### src/rtl/core/sobb_pkg.sv
// ----------------------------------------------------------------------------
// Sphere/OBB overlap package
// Shared widths, register map codes, config struct and lane and axis helpers.
// ----------------------------------------------------------------------------
package sobb_pkg;

    localparam int AXIS_COUNT  = 3;
    localparam int LANE_BITS   = 16;
    localparam int REG_BITS    = 48;
    localparam int AXIS_FRAC   = 14;
    localparam int RADIUS_BITS = 15;
    localparam int DSQ_BITS    = 36;
    localparam int MAG_BITS    = 18;   // |diff| below 2^18 squares into 36 bits
    localparam int T_BITS      = LANE_BITS + 1;
    localparam int ADDR_BITS   = 6;
    localparam int DATA_BITS   = 64;

    localparam logic [DSQ_BITS-1:0] DSQ_MAX = '1;

    // register indexes, byte address = 8 * index
    localparam logic [2:0] REG_BOX_CENTER  = 3'd0;
    localparam logic [2:0] REG_HALF_EXTENT = 3'd1;
    localparam logic [2:0] REG_AXIS_FIRST  = 3'd2;
    localparam logic [2:0] REG_AXIS_SECOND = 3'd3;
    localparam logic [2:0] REG_AXIS_THIRD  = 3'd4;

    typedef struct packed {
        logic [REG_BITS-1:0] box_center;
        logic [REG_BITS-1:0] half_extent;
        logic [REG_BITS-1:0] axis_first;
        logic [REG_BITS-1:0] axis_second;
        logic [REG_BITS-1:0] axis_third;
    } cfg_t;

    function automatic logic [LANE_BITS-1:0] lane(input logic [REG_BITS-1:0] r,
                                                  input logic [1:0] k);
        lane = r[k*LANE_BITS +: LANE_BITS];
    endfunction

    function automatic logic [REG_BITS-1:0] axis_of(input cfg_t cfg, input logic [1:0] i);
        case (i)
            2'd0:    axis_of = cfg.axis_first;
            2'd1:    axis_of = cfg.axis_second;
            default: axis_of = cfg.axis_third;
        endcase
    endfunction

endpackage

### src/rtl/core/sobb_cfg_regs.sv
// ----------------------------------------------------------------------------
// Sphere/OBB configuration registers
// APB-style register file holding box center, half extents and axes.
// ----------------------------------------------------------------------------
module sobb_cfg_regs (
    input  logic                           aclk,
    input  logic                           aresetn,
    input  logic                           psel,
    input  logic                           penable,
    input  logic                           pwrite,
    input  logic [sobb_pkg::ADDR_BITS-1:0] paddr,
    input  logic [sobb_pkg::DATA_BITS-1:0] pwdata,
    output logic [sobb_pkg::DATA_BITS-1:0] prdata,
    output logic                           pready,
    output sobb_pkg::cfg_t                 cfg
);

    sobb_pkg::cfg_t cfg_reg;
    logic           wr_en;
    logic [2:0]     idx;

    assign pready = 1'b1;
    assign wr_en  = psel && penable && pwrite;
    assign idx    = paddr[sobb_pkg::ADDR_BITS-1:3];

    always_ff @(posedge aclk) begin
        if (!aresetn) begin
            cfg_reg <= '0;
        end else if (wr_en) begin
            case (idx)
                sobb_pkg::REG_BOX_CENTER:  cfg_reg.box_center  <= pwdata[sobb_pkg::REG_BITS-1:0];
                sobb_pkg::REG_HALF_EXTENT: cfg_reg.half_extent <= pwdata[sobb_pkg::REG_BITS-1:0];
                sobb_pkg::REG_AXIS_FIRST:  cfg_reg.axis_first  <= pwdata[sobb_pkg::REG_BITS-1:0];
                sobb_pkg::REG_AXIS_SECOND: cfg_reg.axis_second <= pwdata[sobb_pkg::REG_BITS-1:0];
                sobb_pkg::REG_AXIS_THIRD:  cfg_reg.axis_third  <= pwdata[sobb_pkg::REG_BITS-1:0];
                default: ;
            endcase
        end
    end

    always_comb begin
        case (idx)
            sobb_pkg::REG_BOX_CENTER:  prdata = 64'(cfg_reg.box_center);
            sobb_pkg::REG_HALF_EXTENT: prdata = 64'(cfg_reg.half_extent);
            sobb_pkg::REG_AXIS_FIRST:  prdata = 64'(cfg_reg.axis_first);
            sobb_pkg::REG_AXIS_SECOND: prdata = 64'(cfg_reg.axis_second);
            sobb_pkg::REG_AXIS_THIRD:  prdata = 64'(cfg_reg.axis_third);
            default:                   prdata = '0;
        endcase
    end

    assign cfg = cfg_reg;

endmodule

### config.mk
export PLATFORM = sky130hd
export DESIGN_NAME = sobb_cfg_regs
export DESIGN_NICKNAME = d
export VERILOG_FILES = /design/src/rtl/core/sobb_pkg.sv /design/src/rtl/core/sobb_cfg_regs.sv
export SDC_FILE = /design/constraint.sdc
export NUM_CORES = 1
export LEC_CHECK = 0
export ABC_AREA = 1
export BUFFER_PORTS_ARGS = -buffer_cell sky130_fd_sc_hd__clkbuf_2
export CORE_ASPECT_RATIO = 1.2
export CORE_MARGIN = 3
export CORE_UTILIZATION = 39
export DETAILED_ROUTE_END_ITERATION = 16
export PLACE_DENSITY = 0.61
export SLEW_MARGIN = 20
export SYNTH_ARGS = -nofsm -noshare
export SYNTH_HDL_FRONTEND = slang
export SYNTH_SLANG_ARGS = --single-unit
export TNS_END_PERCENT = 50
### constraint.sdc
create_clock -name aclk -period 3.17 [get_ports aclk]
set_input_delay 0.951 -clock aclk [delete_from_list [all_inputs] [get_ports aclk]]
set_output_delay 0.951 -clock aclk [all_outputs]
set_load 0.005 [all_outputs]
# Word-level counts from Yosys, hierarchy flattened
# Cells that the tools add are included.
[word_totals] in_bits=75 wordCells=18 out_inout_bits=305 regBits=240
[classes] n_mux=1 eq_ne=4 reduce_logical=8
[ops] cell="$pmux 48 s5" count=1
[ops] cell="$reduce_and 2->1" count=5
[ops] cell="$eq 3x2->1 const B" count=2
[ops] cell="$eq 3x1->1 const B" count=1
[ops] cell="$eq 3x3->1 const B" count=1
[ops] cell="$logic_not 3->1" count=1
[ops] cell="$logic_and 1x1->1" count=2

# Depth between registers and ports, before layout
[logic_depth] word_depth=3 ltp_mapped=9 mapped_depth_nobuf=7

# Worst setup path after synthesis
# Ideal clock, no wire load.
[synth_timing] path_type="in2out" startpoint="input port paddr[4] in the netlist's numbering" endpoint="output port prdata[12] in the netlist's numbering" slack_ns=0.346 arrival_time_ns=1.873 cell_stages=9 n_path_buf=2 path_cell_list="buf_4 -> inv_2 -> nand2_1 -> nor2_2 -> buf_2 -> nand2_1 -> nand2_1 -> inv_1 -> nand2_1"
[synth_between] elab_chain_len=2
[synth_rtl] item="start, declared" line_no="sobb_cfg_regs.sv:11" rtl="input logic [sobb_pkg::ADDR_BITS-1:0] paddr,"
[synth_rtl] item="$eq 3x3->1 (tied with other cells)" line_no="sobb_cfg_regs.sv:42" rtl="case (idx)"
[synth_rtl] item="$pmux 48 s5 *" line_no="sobb_cfg_regs.sv:42"
[synth_rtl] item="end, declared" line_no="sobb_cfg_regs.sv:13" rtl="output logic [sobb_pkg::DATA_BITS-1:0] prdata,"
# Every way passes the cells marked *; elsewhere a longest branch is shown, timed or not.

# Worst setup path in the final report
[layout_timing] startpoint="input port paddr[4] in the netlist's numbering" endpoint="output port prdata[28] in the netlist's numbering"
# The elaborated chain is that of the path after synthesis.

==> results by group <==
Synth
  – Top-area cell type share of the netlist area: 0.4017
  – Mean area per synthesized cell: 6.240 um^2
  – Synth Warn #: 0
  – Post-synthesis cell type count: 18
  – Synth area leader: dfxtp_1
  – Post-synthesis sequential area ratio: 0.4017
  – Mapped Area: 0.01196 mm^2
  – Gate Count Post-Synth: 1917
  – Register bit count reported by yosys: 240
  – Largest cells by area after synthesis: dfxtp_1 (40%), nor2_1 (17%), nand2_1 (16%)

Finish
  – Nets: 2268
  – Fill cell count: 3063
  – Area growth from synthesis to layout: 24.31%
  – Fin util: 0.4963
  – Share of cells above drive strength 1: 0.2062
  – Max reg flops: 240

Critical path
  – Crit Path Max Fanout: 10
  – Critical Path AT: 2.12 ns
  – Cell mode on critical path: nor2_1
  – Slowest CP cell: buf_4
  – Critical Path Source Type: input pin
  – CP Buf/Inv Count: 5
  – Crit path cell chain: clkbuf_4 > inv_2 > buf_6 > nand3_2 > buf_4 > nor2_1 > nor2_1 > nand2_1 > clkbuf_2
  – Kind of critical path: input pin to output pin
  – Worst path required time: 2.22 ns
  – CP top delay family: buffers and inverters
  – Delay of the slowest critical-path stage: 0.21 ns
  – Worst setup EP type: output pin

Route
  – DRT iter0 DRCs: 997
  – DRC viols: 0
  – Via count: 12970
  – WL final: 43.68 mm
  – WL/cell: 16.79 um
  – Vias per std cell: 4.985
  – 1st-pass router iterations: 5
  – Final ANT Viol Nets: 0

STA
  – Slew Viols, Final: 0
  – Setup-failing EPs final: 0
  – Final hold vios: 0
  – RSZ-0062 raised after global routing: false
  – Fmax: 0.3256 GHz
  – Post-layout min period: 3.071 ns
  – Slew Limit Headroom: 0.5201
  – Slew @ Worst Pin: 0.7198 ns
  – Clock skew: 0 ns
  – Setup TNS: 0 ns
  – Final period utilization: 0.9687

Die
  – DIE WIDTH: 165.9 um
  – Chip height: 197.8 um
  – Io pins: 380
  – Initial core utilization: 0.3993
  – Core area: 0.02996 mm^2
  – DIE AREA: 0.03282 mm^2
  – FP Rows: 69

Place
  – Routability Congestion: 0.8412
  – Dpl hpwl: 28.23 mm
  – Buffers added on ports: 343

CTS
  – Num CTS Buffers: 26
  – Post-CTS sizing: 0
  – CTS tree: done
  – Setup repair bufs after CTS: 0
  – # hold bufs at CTS: 0
  – H-Tree Level Count: 1
  – Clk Latency, worst-skew pair: 0.53 ns
  – CTS root buffer: clkbuf_16
  – Clock Sinks: 240
  – CTS max path bufs: 3
  – Clock slew at the register clock pins of the worst setup and hold paths: 0.06 ns

Power
  – Leakage power total: 7.382 nW
  – Pwr Density: 461.9 mW/mm^2
  – Total power: 6.868 mW
  – Maximum vdd drop: 0.3307 mV

Job
  – Maxcap violations: 0

GRT
  – First-pass GRT wire length: 68.88 mm
  – Initial antenna violation count: 1
  – Vias in the first global route: 12360
  – Tot GR Track Use: 0.2555
  – Largest net degree at the start of global routing: 83
  – GR Overflow Total: 0

Worst hold path
  – HP Class: flip-flop to flip-flop

Outcome
  – Status: completed
==> worst register-to-register path: stages, from the launching register on <==
cell,delay [ns]
dfxtp_1,0.40
nor2_1,0.07
nor2_1,0.13
==> stage by stage <==
stage | std cells | hold WS, ns | setup slack [ns] | area [um^2]
floorplan | 1932 | 0.4939 | 0.3460 | 12020
global placement | 2555 | 0.4858 | 0.04464 | 13970
detailed placement | 2555 | 0.4918 | 0.01408 | 13970
CTS | 2601 | 0.5004 | 0.01179 | 14850
global route | 2602 | 0.5217 | 0.01602 | 14870
finish | 2602 | 0.4980 | 0.09921 | 14870
==> report_power, final <==
group	internal [mW]	leakage, nW	total (mW)	switching (mW)
Sequential	3.06	1.94	3.09	0.0340
Clock	1.91	0.437	3.15	1.24
Combinational	0.193	5.01	0.628	0.435
Total	5.16	7.38	6.87	1.71
==> synth_stat cells <==
master    count
inv_2         2
inv_4         1
nand3_1     265
buf_1        14
dfxtp_1     240
nand2_1     508
nor2_1      555
clkbuf_1     27
nor2_4        3
buf_2        79
buf_4        34
buf_6         9
nand3_2       3
conb_1        2
inv_1        98
nand2_2       1
nor2_2        4
nand4_1      72
==> routing by layer <==
metal	wire length, um	track usage	vias up
li1	-	-	6493
met1	17960	0.3198	5859
met2	20890	0.4440	526
met3	3367	0.04712	93
met4	1472	0.08937	0
met5	0	0	-
==> cells in the final DEF (no fill, tap or decap) <==
master / n
buf_12: 16
buf_4: 35
buf_6: 3
bufinv_16: 3
clkbuf_1: 5
clkbuf_16: 27
clkbuf_2: 341
clkbuf_4: 1
clkbuf_8: 5
clkinv_2: 5
clkinvlp_4: 1
conb_1: 17
dfxtp_1: 240
diode_2: 1
inv_1: 97
inv_2: 2
inv_4: 1
inv_6: 1
nand2_1: 507
nand2_2: 2
nand3_1: 265
nand3_2: 3
nand4_1: 72
nor2_1: 552
nor2_4: 10
==> layout make-up <==
cell class,count,area (um^2),area share
diodes,1,2.502,0.0001683
well taps,390,488.0,0.03282
clock buffers,37,763.2,0.05133
inverters,101,386.6,0.02600
flip-flops and latches,240,4805,0.3231
clock inverters,9,122.6,0.008246
repair buffers,396,2331,0.1568
multi-input cells,1428,5971,0.4015
==> path summary, 6_finish.rpt <==
kind              slack, ns      from          to  cells past startpoint
setup / recovery        0.1  paddr[4]  prdata[28]                      9
hold / removal         0.50   cfg[14]     cfg[14]                      2
setup reg to reg       2.51  cfg[155]    cfg[155]                      2
hold reg to reg        0.50   cfg[14]     cfg[14]                      2
==> cells by family after synthesis <==
group,after synthesis,share of synthesized area
and+or+nand+nor,1411,0.4901
buffers and inverters,264,0.1076
DFF,240,0.4017
other,2,0.0006278
Note: power is estimated with default switching activity, not from simulation.
