`config.mk`:
```
export PLATFORM = sky130hd
export DESIGN_NAME = sobb_distance
export DESIGN_NICKNAME = d
export VERILOG_FILES = /design/src/rtl/core/sobb_pkg.sv /design/src/rtl/core/sobb_distance.sv
export SDC_FILE = /design/constraint.sdc
export NUM_CORES = 2
export LEC_CHECK = 0
export BUFFER_PORTS_ARGS = -buffer_cell sky130_fd_sc_hd__buf_2
export CORE_ASPECT_RATIO = 0.9
export CORE_MARGIN = 4
export CORE_UTILIZATION = 40
export DETAILED_ROUTE_END_ITERATION = 16
export PLACE_DENSITY = 0.56
export SLEW_MARGIN = 15
export SYNTH_ARGS = -nofsm -noshare
export SYNTH_HDL_FRONTEND = slang
export SYNTH_SLANG_ARGS = --single-unit
```
`constraint.sdc`:
```
create_clock -name aclk -period 23.2 [get_ports aclk]
set_clock_uncertainty 0.05 [all_clocks]
set_input_delay 6.96 -clock aclk [delete_from_list [all_inputs] [get_ports aclk]]
set_output_delay 6.96 -clock aclk [all_outputs]
set_load 0.03 [all_outputs]
```
`src/rtl/core/sobb_pkg.sv`:
```
// ----------------------------------------------------------------------------
// Sphere/OBB overlap package
// Shared widths, register map codes, config struct and lane and axis helpers.
// ----------------------------------------------------------------------------
package sobb_pkg;

    localparam int AXIS_COUNT  = 3;
    localparam int LANE_BITS   = 16;
    localparam int REG_BITS    = 48;
    localparam int AXIS_FRAC   = 14;
    localparam int RADIUS_BITS = 15;
    localparam int DSQ_BITS    = 36;
    localparam int MAG_BITS    = 18;   // |diff| below 2^18 squares into 36 bits
    localparam int T_BITS      = LANE_BITS + 1;
    localparam int ADDR_BITS   = 6;
    localparam int DATA_BITS   = 64;

    localparam logic [DSQ_BITS-1:0] DSQ_MAX = '1;

    // register indexes, byte address = 8 * index
    localparam logic [2:0] REG_BOX_CENTER  = 3'd0;
    localparam logic [2:0] REG_HALF_EXTENT = 3'd1;
    localparam logic [2:0] REG_AXIS_FIRST  = 3'd2;
    localparam logic [2:0] REG_AXIS_SECOND = 3'd3;
    localparam logic [2:0] REG_AXIS_THIRD  = 3'd4;

    typedef struct packed {
        logic [REG_BITS-1:0] box_center;
        logic [REG_BITS-1:0] half_extent;
        logic [REG_BITS-1:0] axis_first;
        logic [REG_BITS-1:0] axis_second;
        logic [REG_BITS-1:0] axis_third;
    } cfg_t;

    function automatic logic [LANE_BITS-1:0] lane(input logic [REG_BITS-1:0] r,
                                                  input logic [1:0] k);
        lane = r[k*LANE_BITS +: LANE_BITS];
    endfunction

    function automatic logic [REG_BITS-1:0] axis_of(input cfg_t cfg, input logic [1:0] i);
        case (i)
            2'd0:    axis_of = cfg.axis_first;
            2'd1:    axis_of = cfg.axis_second;
            default: axis_of = cfg.axis_third;
        endcase
    endfunction

endpackage

```
`src/rtl/core/sobb_distance.sv`:
```
// ----------------------------------------------------------------------------
// Sphere/OBB distance stages
// Coordinate differences, squares, saturating sum, hit compare and
// output saturation. Three register stages, the last is the output register.
// ----------------------------------------------------------------------------
module sobb_distance #(
    parameter int COORD_BITS = 16
) (
    input  logic                                  aclk,
    input  logic                                  aresetn,
    input  logic                                  in_valid,
    output logic                                  in_ready,
    input  logic signed [COORD_BITS-1:0]          in_p [sobb_pkg::AXIS_COUNT],
    input  logic [sobb_pkg::RADIUS_BITS-1:0]      in_radius,
    input  logic signed [sobb_pkg::LANE_BITS+sobb_pkg::T_BITS-13:0]
                                                  in_near [sobb_pkg::AXIS_COUNT],
    output logic                                  out_valid,
    input  logic                                  out_ready,
    output logic                                  out_hit,
    output logic signed [COORD_BITS-1:0]          out_near [sobb_pkg::AXIS_COUNT],
    output logic [sobb_pkg::DSQ_BITS-1:0]         out_dsq
);

    localparam int N   = sobb_pkg::AXIS_COUNT;
    localparam int NW  = sobb_pkg::LANE_BITS + sobb_pkg::T_BITS + 2 - sobb_pkg::AXIS_FRAC;
    localparam int XW  = (COORD_BITS > NW) ? COORD_BITS : NW;
    localparam int EW  = XW + 1;
    localparam int MB  = sobb_pkg::MAG_BITS;
    localparam int QW  = sobb_pkg::DSQ_BITS;
    localparam int SUW = QW + 2;
    localparam int RW  = 2 * sobb_pkg::RADIUS_BITS;

    localparam logic signed [XW-1:0] SAT_HI = {{(XW-COORD_BITS+1){1'b0}}, {(COORD_BITS-1){1'b1}}};
    localparam logic signed [XW-1:0] SAT_LO = {{(XW-COORD_BITS+1){1'b1}}, {(COORD_BITS-1){1'b0}}};

    // stage F: |p - near|
    logic                                 vf_reg;
    logic [MB-1:0]                        mag_f_reg [N];
    logic [MB-1:0]                        mag_f_next [N];
    logic                                 big_f_reg;
    logic                                 big_f_next;
    logic signed [EW-1:0]                 d_f [N];
    logic [EW-1:0]                        mag_f [N];
    logic signed [NW-1:0]                 near_f_reg [N];
    logic [sobb_pkg::RADIUS_BITS-1:0]     r_f_reg;
    // stage G: squares
    logic                                 vg_reg;
    logic [QW-1:0]                        sq_g_reg [N];
    logic [QW-1:0]                        sq_g_next [N];
    logic [RW-1:0]                        rsq_g_reg;
    logic                                 big_g_reg;
    logic signed [NW-1:0]                 near_g_reg [N];
    // stage H: sum, saturate, compare
    logic                                 vh_reg;
    logic [SUW-1:0]                       sum_h;
    logic [QW-1:0]                        dsq_h_reg;
    logic [QW-1:0]                        dsq_h_next;
    logic                                 hit_h_reg;
    logic signed [COORD_BITS-1:0]         near_h_reg [N];
    logic signed [COORD_BITS-1:0]         near_h_next [N];
    logic signed [XW-1:0]                 near_x [N];

    logic en_f, en_g, en_h;

    assign en_h     = !vh_reg || out_ready;
    assign en_g     = !vg_reg || en_h;
    assign en_f     = !vf_reg || en_g;
    assign in_ready = en_f;

    always_comb begin
        big_f_next = 1'b0;
        for (int k = 0; k < N; k++) begin
            d_f[k]        = EW'(in_p[k]) - EW'(in_near[k]);
            mag_f[k]      = d_f[k][EW-1] ? EW'(-d_f[k]) : EW'(d_f[k]);
            mag_f_next[k] = mag_f[k][MB-1:0];
            if (mag_f[k][EW-1:MB] != '0) big_f_next = 1'b1;
        end
    end

    always_comb begin
        for (int k = 0; k < N; k++) begin
            sq_g_next[k] = QW'(mag_f_reg[k]) * QW'(mag_f_reg[k]);
        end
    end

    always_comb begin
        sum_h = SUW'(sq_g_reg[0]) + SUW'(sq_g_reg[1]) + SUW'(sq_g_reg[2]);
        if (big_g_reg || sum_h > SUW'(sobb_pkg::DSQ_MAX)) begin
            dsq_h_next = sobb_pkg::DSQ_MAX;
        end else begin
            dsq_h_next = sum_h[QW-1:0];
        end
        for (int k = 0; k < N; k++) begin
            near_x[k] = XW'(near_g_reg[k]);
            if (near_x[k] > SAT_HI) begin
                near_h_next[k] = COORD_BITS'(SAT_HI);
            end else if (near_x[k] < SAT_LO) begin
                near_h_next[k] = COORD_BITS'(SAT_LO);
            end else begin
                near_h_next[k] = COORD_BITS'(near_x[k]);
            end
        end
    end

    always_ff @(posedge aclk) begin
        if (!aresetn) begin
            vf_reg <= 1'b0;
            vg_reg <= 1'b0;
            vh_reg <= 1'b0;
        end else begin
            if (en_f) vf_reg <= in_valid;
            if (en_g) vg_reg <= vf_reg;
            if (en_h) vh_reg <= vg_reg;
        end
    end

    always_ff @(posedge aclk) begin
        if (en_f) begin
            mag_f_reg  <= mag_f_next;
            big_f_reg  <= big_f_next;
            near_f_reg <= in_near;
            r_f_reg    <= in_radius;
        end
        if (en_g) begin
            sq_g_reg   <= sq_g_next;
            rsq_g_reg  <= RW'(r_f_reg) * RW'(r_f_reg);
            big_g_reg  <= big_f_reg;
            near_g_reg <= near_f_reg;
        end
        if (en_h) begin
            dsq_h_reg  <= dsq_h_next;
            hit_h_reg  <= dsq_h_next < QW'(rsq_g_reg);
            near_h_reg <= near_h_next;
        end
    end

    assign out_valid = vh_reg;
    assign out_hit   = hit_h_reg;
    assign out_near  = near_h_reg;
    assign out_dsq   = dsq_h_reg;

endmodule

```
Word-level counts from Yosys, hierarchy flattened
Cells that the tools add are included.
W data, S select, Z words.
{ "totals": {"reg_bits": 423, "inputBits": 130, "output_inout_bits": 87, "wordCells": 63} }
{ "classes": {"add_sub_neg": 8, "mul": 4, "magnitude_cmp": 8, "muxes": 8, "n_reduce_logical": 11} }
{ "op_table": {"columns": ["op", "n"], "rows": [
  ["$mul A18 B18 Y36", 3],
  ["$mux W22", 3],
  ["$neg A22 Y22", 3],
  ["$sub A16 B21 Y22", 3],
  ["$gt A21 B16 Y1 const B", 3],
  ["$lt A21 B16 Y1 const B", 3],
  ["$mux W16", 3],
  ["$add A37 B36 Y38", 1],
  ["$gt A38 B36 Y1 const B", 1],
  ["$add A36 B36 Y37", 1],
  ["$lt A36 B30 Y1", 1],
  ["$mux W36", 1],
  ["$mul A15 B15 Y30", 1],
  ["$reduce_bool A4 Y1", 3],
  ["$logic_or A1 B1 Y1", 4],
  ["$logic_not A1 Y1", 3],
  ["$reduce_or A2 Y1", 1],
  ["$mux W1", 1]
]} }

Logic depth before layout (Yosys ltp)
{ "logic_depth": {"depth_word": 6, "mapped_depth": 28, "depth_no_buf": 27} }

Worst setup path after synthesis
Ideal clock, no wire load.
{ "synth_timing": {"kind": "input -> output", "from": "in out_ready", "to": "out in_ready", "arrival_time_ps": 10402, "t_required_ps": 16190, "path_slack_ps": 5788, "stages": 2, "path_buffers": 0, "path_cell_list": "nor2b_1 nand3_1"} }
{ "synth_via": {"elab_chain_len": 3} }
{ "synth_rtl": {"columns": ["element", "line_no", "rtl"], "rows": [
  ["from (decl)", "sobb_distance.sv:18", "input logic out_ready,"],
  ["$logic_or A1 B1 Y1", "sobb_distance.sv:65", "assign en_h = !vh_reg || out_ready;"],
  ["$logic_or A1 B1 Y1", "sobb_distance.sv:66", "assign en_g = !vg_reg || en_h;"],
  ["$logic_or A1 B1 Y1", "sobb_distance.sv:67", "assign en_f = !vf_reg || en_g;"],
  ["to (decl)", "sobb_distance.sv:12", "output logic in_ready,"]
]} }
Every way passes these cells.

Worst setup path after layout
Same ends and word-level chain as after synthesis.

==> results.py <==
metrics = {
    "clock_network": {
        "cts_sinks": 419,
        "cts_made_buffers": 52,
        "postCtsResizedCells": 0,
        "cts-htree-levels": 2,
        "clock_latency_ns": 0.67,
        "postCtsHoldBufs": 0,
        "clock_path_buffers": 3,
        "cts_setup_buffers": 0,
        "cts_tree": "done",
        "cts.clk_slew.worst_paths_ns": 0.06,
        "cts-root-buf": "clkbuf_16",
    },
    "synth": {
        "ys_ff_latch": 419,
        "synth_area_mm2": 0.0540,
        "ys_warn_count": 0,
        "syn_inst": 5302,
        "syn_area_per_cell_um2": 10.2,
        "synth.top_cell.area_share": 0.307,
        "synthDistinctLibCells": 88,
        "synth_edf_count": 416,
        "synth_ff_type": "edfxtp_1",
        "synth_top_area_cell": "fa_1",
        "yosys-top-cells-area": "fa_1 31%, edfxtp_1 23%, ha_1 13%, inv_1 8.9%, and2_1 2.9%",
        "synth.yosys.seq_area_share": 0.233,
        "ys_async_sr_fraction": 0,
    },
    "critical_path": {
        "start_kind": "input port",
        "cp.buffers_inverters": 2,
        "crit_fanout": 8,
        "path_cells": "buf_2 -> nor2b_1 -> nand3_4 -> buf_2",
        "worst_path_max_delay_cell": "nor2b_1",
        "worstPathArrival_ns": 8.08,
        "required_ns": 16.19,
        "end_kind": "output pin",
        "crit_top_cell": "buf_2",
        "criticalPathCategory": "in2out",
        "slowest_delay_ns": 0.51,
        "path_delay_family": "simple AND/OR/NAND/NOR gates",
    },
    "grt": {
        "grt_pass1_wl_um": 202000,
        "grt_pass1_vias": 38300,
        "antenna_found_initial": 7,
        "grt_max_degree": 144,
        "grt.total_usage": 0.178,
        "grt-ovfl-total": 0,
    },
    "placed_design": {
        "place_hpwl_um": 99400,
        "io_buffers": 216,
        "place_congestion": 0.851,
        "dpl_cell_area_mm2": 0.0571,
    },
    "layout": {
        "multi_input_area_mm2": 0.0362,
        "final_common_cell": "inv_1",
        "syn_to_final_growth_pct": 9.13,
        "nFillCells": 12900,
        "stdcell_area_mm2": 0.0589,
        "drive_gt1_frac": 0.0694,
        "ff_latch_area_mm2": 0.0126,
        "layout_common_cells": "1282 x inv_1, 827 x fa_1, 555 x ha_1, 416 x edfxtp_1, 397 x nand2_1",
        "num_antenna_cells": 0,
        "nets": 7007,
        "largest_reg_flops": 105,
    },
    "sta": {
        "hold_viol": 0,
        "slew_violations": 0,
        "fin_crit_ns": 15.09,
        "setup_viol": 0,
        "worst_pin_slew_ns": 0.983,
        "slew_headroom": 0.345,
        "period_share": 0.651,
        "clock.fmax_mhz": 66.3,
        "fin_tns_setup_ns": 0,
        "rsz0062_at_grt": "no",
    },
    "die": {
        "die_w_um": 395,
        "die-area_mm2": 0.141,
        "ios": 217,
        "core-area_mm2": 0.134,
        "num_rows": 127,
        "dieHeight_um": 357,
        "start_util": 0.404,
    },
    "routing": {
        "dr.pass1.iters": 6,
        "num_vias": 35900,
        "wire_per_inst_um": 16.6,
        "drt_iter0_drc": 2029,
        "wl_um": 122000,
        "drc": 0,
        "vias_per_cell": 4.89,
        "ant_nets": 0,
    },
    "status": {
        "status": "finished, final reports clean",
    },
    "hold_path": {
        "hold_path.class": "reg2reg",
    },
    "flow_run": {
        "max_cap_viol_count": 0,
    },
}
stage by stage:
step	cells	hold WS (ns)	utilization	setup WS, ns
floorplan	5304	0.350	-	5.79
global placement	7247	0.350	0.427	8.08
detailed placement	7247	0.355	0.427	8.06
CTS	7343	0.355	0.441	8.06
global route	7343	0.353	0.441	7.99
finish	7343	0.362	0.441	8.11
worst register-to-register path, delay by kind of cell, from the launching register on:
kind / cells / cell delay, ns
AO/OA/AOI/OAI: 9 / 2.04
XOR/XNOR: 1 / 0.09
adder cells (fa/ha/maj): 7 / 3.31
buffers and inverters: 5 / 0.56
flip-flops: 1 / 0.85
AND/OR/NAND/NOR: 2 / 0.50
final cells by class:
type | instances | area share
clock buffer | 58 | 0.0225
multi-input combinational | 3503 | 0.615
sequential | 419 | 0.213
tap | 1806 | 0.0384
clock inverter | 38 | 0.00784
timing repair buffer | 236 | 0.0211
inverter | 1283 | 0.0818
cells by family after synthesis:
logic type / share of synthesized area
xor+xnor: 0.0427
buf+inv: 0.0968
simple gates: 0.108
mux: 0.00204
fa+ha+maj: 0.435
flops: 0.233
compound gates: 0.0830
other cells: 0.0000695
routing by layer:
| layer | wire length (um) | track usage |
|---|---|---|
| met5 | 31 | 0 |
| met4 | 2500 | 0.0388 |
| met3 | 6010 | 0.0243 |
| met2 | 54700 | 0.283 |
| met1 | 58700 | 0.261 |
cell usage after synthesis, types with 58 or more instances:
| cell type | instances |
|---|---|
| clkbuf_1 | 91 |
| xor2_1 | 91 |
| xnor2_1 | 172 |
| nand3_1 | 68 |
| edfxtp_1 | 416 |
| nor3_1 | 58 |
| ha_1 | 555 |
| o21ai_0 | 94 |
| a21o_1 | 133 |
| nand2_1 | 398 |
| and2_1 | 253 |
| inv_1 | 1283 |
| nor2_1 | 213 |
| fa_1 | 827 |
| a21oi_1 | 173 |
final timing paths:
check,endpoint,startpoint,cells past startpoint,slack [ns]
setup / recovery,in_ready,out_ready,4,8.11
hold / removal,near_g_reg[52],near_f_reg[52],0,0.36
setup reg to reg,sq_g_reg[33],mag_f_reg[10],24,15.54
hold reg to reg,near_g_reg[52],near_f_reg[52],0,0.36
Power is left out: the tool's default activity adds up to more than one toggle a clock period on the data nets, which glitch-free logic cannot reach.
